File: src/rtl/bhts_pkg.sv
// ----------------------------------------------------------------------------
// bhts_pkg
// Shared types and constants of the bilinear half texture sampler.
// ----------------------------------------------------------------------------
package bhts_pkg;

  // what the back end does with a queued transaction
  typedef enum logic [1:0] {
    KIND_WRITE  = 2'd0,
    KIND_SAMPLE = 2'd1,
    KIND_ZERO   = 2'd2,
    KIND_DROP   = 2'd3
  } kind_t;

  localparam logic CMD_WRITE  = 1'b0;
  localparam logic CMD_SAMPLE = 1'b1;

  localparam logic [16:0] Q15_ONE = 17'd32768;
  localparam logic [17:0] Q16_ONE = 18'd65536;

  // front-to-back queue, power of two
  localparam int QUEUE_DEPTH = 4;

endpackage

File: src/rtl/bhts_front.sv
// ----------------------------------------------------------------------------
// bhts_front
// Holds the ready mask, classifies each transaction and scales sample
// coordinates to texel space.
// ----------------------------------------------------------------------------
module bhts_front #(
  parameter int RES_U    = 256,
  parameter int RES_V    = 256,
  parameter int PROFILES = 4
) (
  input  logic               clk,
  input  logic               rst_n,
  input  logic               cfg_we,
  input  logic [3:0]         cfg_wdata,
  input  logic               command,
  input  logic [1:0]         profile,
  input  logic [7:0]         texel_u,
  input  logic [7:0]         texel_v,
  input  logic [15:0]        texel_half,
  input  logic [15:0]        downstream,
  input  logic signed [16:0] lateral,
  output logic [((PROFILES > 1) ? $clog2(PROFILES) : 1) + $clog2(RES_U) + $clog2(RES_V)
                + 49 - 1:0]  item
);

  localparam int PW  = (PROFILES > 1) ? $clog2(PROFILES) : 1;
  localparam int UW  = $clog2(RES_U);
  localparam int VW  = $clog2(RES_V);
  localparam int UFW = 16 + UW;
  localparam int VFW = 17 + VW;

  typedef struct packed {
    bhts_pkg::kind_t kind;
    logic [PW-1:0]   prof;
    logic [UW-1:0]   ui;
    logic [VW-1:0]   vi;
    logic [14:0]     fu;
    logic [15:0]     fv;
    logic [15:0]     half;
  } item_t;

  logic [3:0]     ready_mask_r;
  logic [16:0]    lat_biased;
  logic [UFW-1:0] ufix;
  logic [VFW-1:0] vfix;
  logic           prof_ok;
  logic           write_ok;
  logic           sample_ok;
  item_t          it;

  always_ff @(posedge clk) begin
    if (!rst_n) begin
      ready_mask_r <= '0;
    end else if (cfg_we) begin
      ready_mask_r <= cfg_wdata;
    end
  end

  always_comb begin
    lat_biased = 17'(lateral) + 17'(bhts_pkg::Q15_ONE);
    ufix       = UFW'(downstream) * UFW'(RES_U - 1);
    vfix       = VFW'(lat_biased) * VFW'(RES_V - 1);
    prof_ok    = (32'(profile) < PROFILES);
    write_ok   = prof_ok && (32'(texel_u) < RES_U) && (32'(texel_v) < RES_V);
    sample_ok  = prof_ok && ready_mask_r[profile]
                 && ({1'b0, downstream} <= bhts_pkg::Q15_ONE)
                 && (lateral >= -17'sd32768) && (lateral <= 17'sd32768);

    it.prof = PW'(profile);
    it.fu   = ufix[14:0];
    it.fv   = vfix[15:0];
    it.half = texel_half;
    if (command == bhts_pkg::CMD_WRITE) begin
      it.kind = write_ok ? bhts_pkg::KIND_WRITE : bhts_pkg::KIND_DROP;
      it.ui   = UW'(texel_u);
      it.vi   = VW'(texel_v);
    end else begin
      it.kind = sample_ok ? bhts_pkg::KIND_SAMPLE : bhts_pkg::KIND_ZERO;
      it.ui   = ufix[UW+14:15];
      it.vi   = vfix[VW+15:16];
    end
  end

  assign item = it;

endmodule

File: config.mk
export PLATFORM = sky130hd
export DESIGN_NAME = bhts_front
export DESIGN_NICKNAME = d
export VERILOG_FILES = /design/src/rtl/bhts_pkg.sv /design/src/rtl/bhts_front.sv
export SDC_FILE = /design/constraint.sdc
export NUM_CORES = 1
export LEC_CHECK = 0
export CAP_MARGIN = 30
export CORE_MARGIN = 5
export CORE_UTILIZATION = 55
export CTS_CLUSTER_SIZE = 16
export DETAILED_ROUTE_END_ITERATION = 8
export DONT_BUFFER_PORTS = 1
export PLACE_DENSITY = 0.7
export SYNTH_ARGS = -nofsm -noshare
export SYNTH_HDL_FRONTEND = slang
export SYNTH_SLANG_ARGS = --single-unit
File: constraint.sdc
create_clock -name clk -period 8.3 [get_ports clk]
set_input_delay 1.66 -clock clk [delete_from_list [all_inputs] [get_ports clk]]
set_output_delay 1.66 -clock clk [all_outputs]
set_load 0.01 [all_outputs]
==> load_flow_metrics.sql <==
INSERT INTO impl_metrics (metric_group, metric, value, unit) VALUES
('outcome', 'status', 'finished, final reports clean', ''),
('yosys', 'syn-instance-count', '806', ''),
('place', 'dpl-instance-area', '7209', 'um2'),
('route', 'ant_nets', '0', ''),
('die', 'die_h', '124.2', 'um'),
('finish', 'fin_area', '7284', 'um2'),
('route', 'wl_per_cell', '16.04', 'um'),
('finish', 'largest_reg_by_ff_count', 'ready_mask_r', ''),
('setup_path', 'required_arrival_time_at_the_worst_endpoint', '6.64', 'ns'),
('die', 'io-pin-count', '142', ''),
('global_route', 'global_route.usage.total', '0.2084', ''),
('place', 'numPortBuffers', '0', ''),
('yosys', 'synth_seq_area_share', '0.01117', ''),
('setup_path', 'critical_path_class', 'in -> out', ''),
('finish', 'layout-area-overhead-vs-synth', '1.570', '%'),
('finish', 'post-route-util', '0.5726', ''),
('die', 'die-width', '124.2', 'um'),
('finish', 'biggestRegsByFlops', 'ready_mask_r: 4 flops', ''),
('worst_hold_path', 'worstHoldPathCells', '2', ''),
('yosys', 'postSynth.topFlopCell', 'dfxtp_1', ''),
('route', 'firstDrtPassIters', '5', ''),
('sta', 'timing.hold.ws', '0.5127', 'ns'),
('route', 'postRouteWirelength', '15270', 'um'),
('clock_tree', 'clock_tree_from_tritoncts', 'done', ''),
('global_route', 'globalRoute.totalOverflow', '0', ''),
('global_route', 'initial_antenna_violation_count', '0', ''),
('die', 'design.die.area', '15420', 'um2'),
('finish', 'antennaDiodeCount', '0', ''),
('die', 'start_util', '0.5637', ''),
('yosys', 'synthArstFlopShare', '0', ''),
('clock_tree', 'postCtsHoldBufs', '0', ''),
('sta', 'totalNegativeSetupSlack', '0', 'ns'),
('die', 'core_area', '12720', 'um2'),
('clock_tree', 'insertion_delay', '0.22', 'ns'),
('finish', 'sequential_cell_area', '80.08', 'um2'),
('sta', 'timing.final.setup_violations', '0', ''),
('global_route', 'grt_pass1_vias', '5462', ''),
('place', 'weighted_congestion_reported_at_the_end_of_routability_driven_placement', '0.8599', ''),
('worst_hold_path', 'holdCritPathClass', 'reg -> reg', ''),
('sta', 'finalHoldViolCount', '0', ''),
('yosys', 'yosysWarnings', '0', ''),
('route', 'detailedRoute.firstIterationViolations', '291', ''),
('yosys', 'synth-edff-count', '0', ''),
('setup_path', 'crit_path_end_kind', 'output port', ''),
('finish', 'largest_register_ffs', '4', ''),
('yosys', 'netlist_top_cells_count', 'inv_1, fa_1, ha_1', ''),
('die', 'placementRows', '41', ''),
('clock_tree', 'clkTransAtPathRegs', '0.03', 'ns'),
('clock_tree', 'max-clock-path-buffers', '2', ''),
('route', 'drt_drc_violations_left', '0', ''),
('setup_path', 'worst_setup_path_start_kind', 'input port', ''),
('sta', 'max_clock_freq', '126.6', 'MHz'),
('yosys', 'netlist.top_cell.by_area', 'fa_1', ''),
('finish', 'finish.net_count', '1095', ''),
('yosys', 'synth_nets', '1119', ''),
('sta', 'skew', '0', 'ns'),
('yosys', 'synthMostInstantiatedCell', 'inv_1', ''),
('clock_tree', 'cts_root_buffer', 'clkbuf_16', ''),
('clock_tree', 'post_cts.repair.setup_buffers', '0', ''),
('yosys', 'synthesis.area_per_instance', '8.898', 'um2'),
('yosys', 'synth_cell_types', '65', ''),
('setup_path', 'worst-path-max-fanout', '6', ''),
('yosys', 'synth.top_cell.area_share', '0.3964', ''),
('finish', 'multi_input_area', '5949', 'um2'),
('clock_tree', 'cts.htree.levels', '1', ''),
('yosys', 'post_synth_main_area_contributors', 'fa_1, ha_1, inv_1, xnor2_1, buf_4', ''),
('sta', 'slew_headroom', '0.5559', ''),
('clock_tree', 'cts_inserted_buffers', '3', ''),
('sta', 'worst_pin_slew', '0.6654', 'ns'),
('place', 'dp_hpwl', '14020', 'um'),
('setup_path', 'arrival', '6.24', 'ns'),
('yosys', 'netlist_area', '7172', 'um2'),
('finish', 'layout-drive-gt1-share', '0.02564', ''),
('sta', 'unrepaired_setup_endpoints_after_global_routing', 'false', ''),
('job', 'max_cap_violations', '0', ''),
('sta', 'final_min_period_over_clock_period', '0.9517', ''),
('global_route', 'grt_max_degree', '24', ''),
('setup_path', 'worstRegToRegCells', '2', ''),
('clock_tree', 'postCtsResizedCells', '0', ''),
('yosys', 'ys_ff_latch', '4', ''),
('sta', 'slew_violations', '0', ''),
('route', 'via_per_inst', '5.474', ''),
('route', 'routed-via-count', '5211', ''),
('clock_tree', 'cts_num_sinks', '4', ''),
('sta', 'finalWorstPathRequiredPeriod', '7.899', 'ns'),
('global_route', 'grt_pass1_wl', '25860', 'um'),
('finish', 'n_fill_cell', '1191', '');
[worst paths after layout]
check                                startpoint         endpoint  slack [ns]
worst max-delay path                 lateral[6]         item[49]        0.40
worst min-delay path            ready_mask_r[1]  ready_mask_r[1]        0.51
worst max register to register  ready_mask_r[3]  ready_mask_r[3]        7.67
worst min register to register  ready_mask_r[1]  ready_mask_r[1]        0.51
[cells by family (layout without fill, tap and decap cells)]
| group | count (synthesis) | count (layout) | synth area share |
|---|---|---|---|
| compound gates | 135 | 135 | 0.1420 |
| xor+xnor | 30 | 30 | 0.03664 |
| fa+ha+maj | 238 | 238 | 0.5639 |
| buf+inv | 284 | 258 | 0.1593 |
| flops | 4 | 4 | 0.01117 |
| mux | 8 | 8 | 0.01343 |
| simple gates | 107 | 107 | 0.07362 |
[layer usage]
metal	routed length (um)	global-route usage
met5	0	0
met4	97	0.02259
met3	1091	0.02997
met2	7257	0.3507
met1	6826	0.2970
[worst max-delay path, cell delays in order]
cell and delay, ns:
inv_1 0.23, fa_1 0.55, fa_1 0.57, inv_1 0.06
fa_1 0.53, inv_1 0.06, fa_1 0.54, inv_1 0.05
ha_1 0.38, and4_1 0.25, nand3_1 0.09, a211oi_1 0.42
or2_1 0.23, a311oi_1 0.11, o31ai_1 0.52
[cell usage in the layout (no fill, tap or decap), types with 2 or more instances in the layout]
cell type  count
o22ai_1        2
xnor2_1       21
fa_1         142
a2bb2oi_1      2
o31ai_1        4
o221ai_1       2
mux2i_1        4
buf_4          2
nor2b_1        5
clkbuf_16      3
o211ai_1       7
and3_1         4
o2111ai_1      5
mux2_2         3
ha_1          96
a221oi_1       2
nor2_1        19
nor3_1         6
nand4_1        9
o21ai_0       14
and2_1         2
and4_1         2
nand3_1        8
dfxtp_1        4
or4_1          2
a21o_1        14
a211o_1        7
nand2b_1       3
a31oi_1        3
xor2_1         9
a311oi_1       3
o311ai_0       3
a21oi_1       29
inv_1        253
a211oi_1       6
o21bai_1       4
nand2_1       40
o21a_1        10
[area by class of cell]
| class | count | area share |
|---|---|---|
| Clock buffer | 3 | 0.01031 |
| Inverter | 253 | 0.1304 |
| Multi-Input combinational cell | 518 | 0.8167 |
| Sequential cell | 4 | 0.01099 |
| Tap cell | 172 | 0.02954 |
| Timing Repair Buffer | 2 | 0.002061 |
[metrics by stage]
step	std cells	worst slack (ns)
final	952	0.4011
after global routing	952	0.06726
after CTS	952	0.3895
after detailed placement	949	0.4132
after global placement	949	0.5040
after floorplan	806	0.9333
Power is not shown: default switching activity piles up to over one toggle a cycle in this logic, so the estimate is an artifact.
