<file path="config.mk">
export PLATFORM = sky130hd
export DESIGN_NAME = bhts_fifo
export DESIGN_NICKNAME = d
export VERILOG_FILES = /design/src/rtl/bhts_fifo.sv
export SDC_FILE = /design/constraint.sdc
export NUM_CORES = 1
export LEC_CHECK = 0
export BUFFER_PORTS_ARGS = -buffer_cell sky130_fd_sc_hd__buf_2
export CAP_MARGIN = 20
export CORE_MARGIN = 2
export CORE_UTILIZATION = 24
export CTS_CLUSTER_DIAMETER = 50
export CTS_CLUSTER_SIZE = 10
export DETAILED_ROUTE_END_ITERATION = 10
export PLACE_DENSITY = 0.43
export SLEW_MARGIN = 10
export SYNTH_ARGS = -nofsm -noshare
export SYNTH_HDL_FRONTEND = slang
export SYNTH_SLANG_ARGS = --single-unit
</file>
<file path="constraint.sdc">
create_clock -name clk -period 4.9 [get_ports clk]
set_input_delay 0.98 -clock clk [delete_from_list [all_inputs] [get_ports clk]]
set_output_delay 0.98 -clock clk [all_outputs]
set_load 0.005 [all_outputs]
</file>
<file path="src/rtl/bhts_fifo.sv">
// ----------------------------------------------------------------------------
// bhts_fifo
// Short register queue between front end and back end.
// ----------------------------------------------------------------------------
module bhts_fifo #(
  parameter int WIDTH = 8,
  parameter int DEPTH = 4
) (
  input  logic             clk,
  input  logic             rst_n,
  input  logic             push,
  input  logic [WIDTH-1:0] push_data,
  output logic             full,
  input  logic             pop,
  output logic             not_empty,
  output logic [WIDTH-1:0] head
);

  localparam int AW = (DEPTH > 1) ? $clog2(DEPTH) : 1;

  logic [WIDTH-1:0] mem_r [DEPTH];
  logic [AW-1:0]    wr_ptr_r, wr_ptr_nxt;
  logic [AW-1:0]    rd_ptr_r, rd_ptr_nxt;
  logic [AW:0]      count_r, count_nxt;

  always_comb begin
    wr_ptr_nxt = push ? AW'(wr_ptr_r + 1'b1) : wr_ptr_r;
    rd_ptr_nxt = pop  ? AW'(rd_ptr_r + 1'b1) : rd_ptr_r;
    count_nxt  = count_r;
    if (push && !pop) begin
      count_nxt = (AW+1)'(count_r + 1'b1);
    end else if (pop && !push) begin
      count_nxt = (AW+1)'(count_r - 1'b1);
    end
  end

  always_ff @(posedge clk) begin
    if (!rst_n) begin
      wr_ptr_r <= '0;
      rd_ptr_r <= '0;
      count_r  <= '0;
    end else begin
      wr_ptr_r <= wr_ptr_nxt;
      rd_ptr_r <= rd_ptr_nxt;
      count_r  <= count_nxt;
    end
  end

  always_ff @(posedge clk) begin
    if (push) begin
      mem_r[wr_ptr_r] <= push_data;
    end
  end

  assign full      = (count_r == (AW+1)'(DEPTH));
  assign not_empty = (count_r != '0);
  assign head      = mem_r[rd_ptr_r];

endmodule

</file>
==> metrics.txt, run 1 <==
vias in the first global route=827; first-pass GRT wire length=4220 um; number of synthesized flops with an enable pin=32; Crit. End Element=output port; drt wl/cell=13.9 um; final hold vios=0; unrepaired setup endpoints after global routing=no; maximum fanout along the worst path=8; Die Span X=85.8 um; register area share after synthesis=71.1%; Worst Setup Start Kind=register; post-route ant nets=0; Fillers=626; Reg clk slew, reported paths=0.07 ns; max incr delay on CP=0.66 ns; post_cts resized=0; Final Skew=0.00888 ns; Yosys Warn Count=0; Mapped Avg Cell Area=18.9 sq um; Cells after DPL=181; Slew Viols, Final=0; CTS tree=built; Syn Nets=103; Critical Path Slowest Stage Cell=dfxtp_1; drt via density=4.11; synthesized flop and latch total=41; critical path's top delay family=flip-flops; Fmax=0.380 GHz; CTS Buf Count=5; Leakage=0.682 nW; total die area=0.00735 sq mm; DR pass1 iterations=6; MaxCap Viol Count=0; Syn Inst Count=85; Worst Path Arrival=1.65 ns; unique cell type count in the Yosys netlist=18; cell area after synthesis=0.00160 sq mm; I/O Pins=22; CP cell instances=mux4_2 > buf_2; core area=0.00642 sq mm; min Tclk post-route=2.63 ns; number of I/O port buffers=21; Root Buffer=clkbuf_8; # diodes=0; Crit path required time=3.92 ns; GRT Util Overall=7.81%; Initial DRC Count=23; Cell Rows=29; Max H-tree Level=2; # DRC=0; Num Clock Sinks=41; Total Neg Setup Slack=0 ns; Buf/Inv on CP=1; HPWL Detailed=1820 um; Initial Util=25.0%; initial antenna violation count=0; global route overflow=0; share of cells above drive strength 1=32.1%; dpl ws=2.44 ns; CTS Buffer Depth=2; final wirelength=2630 um; Slew HR=64.3%; post-layout util=29.5%; Setup Buffers After CTS=0; fin crit share=53.8%; power per cell area=396 mW/mm^2; Final Net Count=129; ys flop type=edfxtp_1; Worst Hold Class=reg2reg; Clock Latency Late Sink=0.28 ns; Final GP Congestion=0.618; Post-synth ARST share=0%; critical path type=reg2out; VDD IR max=0.127 mV; Die Y=85.8 um; fin cells=189; Final Setup Violations=0; Synth-to-Final Area Change=18.3%; Power Total=0.750 mW; # hold bufs at CTS=0; routed via count=776; outcome=finished clean; largest net degree at the start of global routing=14; slew at the pin closest to its max-slew limit=0.535 ns; fin worst setup slack=2.27 ns
==> registers in the layout, summed over array words and instances, names as in the netlist, named ones only <==
name and flops:
mem_r 32, count_r 3, rd_ptr_r 2, wr_ptr_r 2
==> layout make-up <==
cell class | instances | area [sq um] | area share (%)
inverters | 4 | 15.0 | 0.792
repair buffers | 21 | 105 | 5.54
clock buffers | 6 | 72.6 | 3.83
clock inverters | 2 | 35.0 | 1.85
flip-flops and latches | 41 | 1140 | 60.2
multi-input cells | 38 | 432 | 22.8
well taps | 77 | 96.3 | 5.08
==> logic make-up after synthesis <==
kind of cell / share of synthesized area [%]
AO/OA/AOI/OAI: 0.780
adder cells (fa/ha/maj): 5.15
AND/OR/NAND/NOR: 5.77
flip-flops: 71.1
buffers and inverters: 1.95
XOR/XNOR: 2.73
multiplexers: 12.5
==> worst reg2reg max path: cells and delay by family (launching register included) <==
family / cells / cell delay (ns)
AO/OA/AOI/OAI: 1 / 0.14
XOR/XNOR: 1 / 0.17
adder cells (fa/ha/maj): 1 / 0.44
flip-flops: 1 / 0.35
AND/OR/NAND/NOR: 1 / 0.31
==> synth_stat cells (2+ instances only) <==
master,number,area share [%]
edfxtp_1,32,60
and2_1,9,3.5
dfxtp_1,9,11
mux4_2,8,11
ha_1,5,3.9
inv_1,4,0.94
xor2_1,3,1.6
mux2i_1,2,1.2
nor2b_1,2,0.78
or3_1,2,0.78
xnor2_1,2,1.1
==> where the power goes <==
part / switching [mW] / leakage, nW / internal [mW]
registers: 0.0162 / 0.368 / 0.397
clock network: 0.108 / 0.0552 / 0.151
logic: 0.0342 / 0.259 / 0.0441
total: 0.158 / 0.682 / 0.592
==> layout by cell type, fill, tap and decap left out, types with 2 or more instances in the layout <==
| cell type | n |
|---|---|
| edfxtp_1 | 32 |
| buf_2 | 21 |
| and2_1 | 9 |
| dfxtp_1 | 9 |
| mux4_2 | 8 |
| ha_1 | 5 |
| clkbuf_8 | 5 |
| inv_1 | 4 |
| xor2_1 | 3 |
| or3_1 | 2 |
| xnor2_1 | 2 |
| mux2i_1 | 2 |
| nor2b_1 | 2 |
==> through the flow <==
step | area (sq um) | hold WS, ns
floorplan | 1600 | 0.460
global placement | 1790 | 0.484
detailed placement | 1790 | 0.525
CTS | 1900 | 0.538
global route | 1900 | 0.560
finish | 1900 | 0.542
==> layer usage <==
layer	track usage, %	vias to the layer above	share of wire (%)
li1	-	367	-
met5	0	-	0
met2	12.1	21	48
met1	9.85	386	46
met4	3.03	0	0.57
met3	3.08	2	5.3
==> worst paths after layout <==
path	from	endpoint	slack [ns]	cells past startpoint
hold reg to reg	count_r[2]	count_r[2]	0.54	2
setup / recovery	register	head[4]	2.27	2
setup reg to reg	count_r[0]	count_r[2]	3.42	4
hold / removal	count_r[2]	count_r[2]	0.54	2
Note: power is estimated with default switching activity, not from simulation.
==> inputs of run 2 (changes only) <==
--- a/config.mk
+++ b/config.mk
@@ -12,7 +12,7 @@
 export CTS_CLUSTER_DIAMETER = 50
 export CTS_CLUSTER_SIZE = 10
 export DETAILED_ROUTE_END_ITERATION = 10
-export PLACE_DENSITY = 0.43
+export PLACE_DENSITY = 0.44
 export SLEW_MARGIN = 10
 export SYNTH_ARGS = -nofsm -noshare
 export SYNTH_HDL_FRONTEND = slang
==> constraint.sdc (replaced) <==
create_clock -name clk -period 2.3 [get_ports clk]
set_input_delay 0.46 -clock clk [delete_from_list [all_inputs] [get_ports clk]]
set_output_delay 0.46 -clock clk [all_outputs]
set_load 0.005 [all_outputs]
==> run 2 against run 1 <==
The flow now finishes with violations (design-rule violations). Clock skew fell by 0.0021 ns. Setup slack got worse by 1.9 ns. Utilization fell by 0.31 points. Final cell count did not move. Hold slack got worse by 0.15 ns. Sequential power rose by 110%. Sequential cell count did not move. Register-to-register slack got worse by 2.6 ns. Count of clock-buffer cells in the layout fell by 1. Clock power rose by 64%. Largest power group unchanged.
==> metrics.txt, run 2 (synthesis results as in run 1) <==
outcome=finished, violations left (was finished clean); failing checks=design-rule violations; Setup Buffers After CTS=0 (unchanged); Sw Ratio=22.4% (was 21.1%); Die Y=85.8 um (unchanged); Reg power frac=59.0% (was 55.1%); CTS Buf Count=5 (unchanged); slew at the pin closest to its max-slew limit=0.493 ns (was 0.535 ns); Die Span X=85.8 um (unchanged); CTS Buffer Depth=2 (unchanged); # hold bufs at CTS=0 (unchanged); FF-to-FF setup slack=0.80 ns (was 3.42 ns); # DRC=1 (was 0); hold slack=0.393 ns (was 0.542 ns); Final Skew=0.00681 ns (was 0.00888 ns); met3 usage=2.69% (was 3.08%); Crit. End Element=output port (unchanged); Synth-to-Final Area Change=17.0% (was 18.3%); Max H-tree Level=2 (unchanged); Critical Path Slowest Stage Cell=mux4_2 (was dfxtp_1); Worst Path Arrival=1.47 ns (was 1.65 ns); Fmax=0.518 GHz; Int Pwr=1.15 mW (was 0.592 mW); post_cts resized=0 (unchanged); unrepaired setup endpoints after global routing=no (unchanged); Slew HR=67.1% (was 64.3%); RR Endpoint=count_r[2] (unchanged); share of cells above drive strength 1=32.1% (unchanged); maximum fanout along the worst path=8 (unchanged); largest net degree at the start of global routing=13 (was 14); met2 Track Usage GR=13.0% (was 12.1%); critical path's top delay family=multiplexers (was flip-flops); Num Clock Sinks=41 (unchanged); # diodes=0 (unchanged); Initial DRC Count=53 (was 23); Logic pwr share=12.3% (was 10.4%); Fillers=636 (was 626); Clock Latency Late Sink=0.28 ns (about the same); number of I/O port buffers=21 (unchanged); Crit path required time=1.84 ns (was 3.92 ns); CP endpoint=head[4] (unchanged); Slew Viols, Final=0 (unchanged); min Tclk post-route=1.93 ns; max incr delay on CP=0.53 ns (was 0.66 ns); Buf/Inv on CP=2 (was 1); Initial Util=25.0% (unchanged); CP cell instances=buf_4 > mux4_2 > buf_2 (was mux4_2 > buf_2); design area=0.00188 sq mm (was 0.00190 sq mm); final hold vios=0 (unchanged); Final Net Count=130 (was 129); power per cell area=787 mW/mm^2 (was 396 mW/mm^2); final wirelength=2640 um (was 2630 um); GRT Util Overall=7.93% (was 7.81%); routed via count=770 (was 776); HPWL Detailed=1850 um (was 1820 um); Placement Cell Area=0.00180 sq mm (was 0.00179 sq mm); VDD IR max=0.254 mV (was 0.127 mV); Root Buffer=clkbuf_8 (unchanged); core area=0.00642 sq mm (unchanged); I/O Pins=22 (unchanged); vias in the first global route=851 (was 827); met1 Usage GRT=9.49% (was 9.85%); DR pass1 iterations=9 (was 6); drt via density=4.07 (was 4.11); global route overflow=0 (unchanged); post-route ant nets=0 (unchanged); initial antenna violation count=0 (unchanged); global routing's busiest layer=met2 (unchanged); total die area=0.00735 sq mm (unchanged); first-pass GRT wire length=4220 um (about the same); most frequent cells in the layout=edfxtp_1, buf_2, and2_1, dfxtp_1, mux4_2 (unchanged); Final Setup Violations=0 (unchanged); Worst Setup Start Kind=register (unchanged); most common cell after layout, fill and taps aside=edfxtp_1 (unchanged); Final GP Congestion=0.657 (was 0.618); Worst Hold Class=in2reg (was reg2reg); MaxCap Viol Count=0 (unchanged); clock share of power=28.7% (was 34.5%); Leakage=0.670 nW (was 0.682 nW); Power Total=1.48 mW (was 0.750 mW); fin crit share=84.0%; Psw=0.331 mW (was 0.158 mW); WP depth=3 (was 2); drt wl/cell=14.0 um (was 13.9 um); Regs by FF count=mem_r (32), count_r (3) (unchanged); Reg clk slew, reported paths=0.07 ns (about the same); CTS tree=built (unchanged); worst r2r path cells=4 (unchanged); Total Neg Setup Slack=0 ns (unchanged); Biggest register=mem_r (unchanged); Cell Rows=29 (unchanged); worst r2r src=count_r[0] (unchanged); max FFs per register=32 (unchanged); critical path type=reg2out (unchanged)
-- run 2: cell count changes in the layout (fill, tap and decap cells not counted), sizes merged --
cell / change
bufinv: -1
clkinvlp: +1
clkbuf: -1
buf: +1
-- run 2: how the worst min path moves through the flow --
stage                             from          end  slack (ns)  cells after the start
after global routing      push_data[5]  mem_r[3][5]        0.39                      1
after detailed placement    count_r[2]   count_r[2]        0.51                      2
after global placement      count_r[2]   count_r[2]        0.48                      2
after floorplan             count_r[2]   count_r[2]        0.46                      2
after CTS                 push_data[1]  mem_r[0][1]        0.38                      1
final                     push_data[4]  mem_r[1][4]        0.39                      1
-- run 2: worst register-to-register path: cells and delay by family (launching register included) --
kind | cells | cell delay [ns]
AO/OA/AOI/OAI | 1 | 0.15
XOR/XNOR | 1 | 0.18
adder cells (fa/ha/maj) | 1 | 0.44
flip-flops | 1 | 0.36
AND/OR/NAND/NOR | 1 | 0.31
-- run 2: metrics by stage --
stage,utilization [%],cells,setup WS [ns]
after floorplan,-,85,0.580
after global placement,28.0,182,0.414
after detailed placement,28.0,182,0.345
after CTS,29.2,189,0.337
after global routing,29.2,189,0.272
final,29.2,189,0.368
-- run 2: final cells by class --
class	count	area [sq um]	share of cell area (%)
Sequential cell	41	1140	60.8
Inverter	4	15.0	0.800
Timing Repair Buffer	22	113	6.00
Clock inverter	2	11.3	0.600
Tap cell	77	96.3	5.13
Multi-Input combinational cell	38	432	23.0
Clock buffer	5	68.8	3.67
-- run 2: power by group through the flow --
| stage | Sequential, mW | Clock, mW | Combinational, mW |
|---|---|---|---|
| after CTS | 0.873 | 0.445 | 0.187 |
| after detailed placement | 0.889 | 0 | 0.186 |
| final | 0.872 | 0.424 | 0.181 |
| after floorplan | 0.879 | 0 | 0.119 |
| after global routing | 0.878 | 0.481 | 0.204 |
| after global placement | 0.887 | 0 | 0.182 |
-- run 2: layer usage --
layer / share of wire [%] / up-vias / wire [um]
met4: 1.7 / 0 / 46
met3: 4.2 / 7 / 112
met1: 45 / 372 / 1180
met5: 0 / - / 0
li1: - / 369 / -
met2: 49 / 22 / 1300
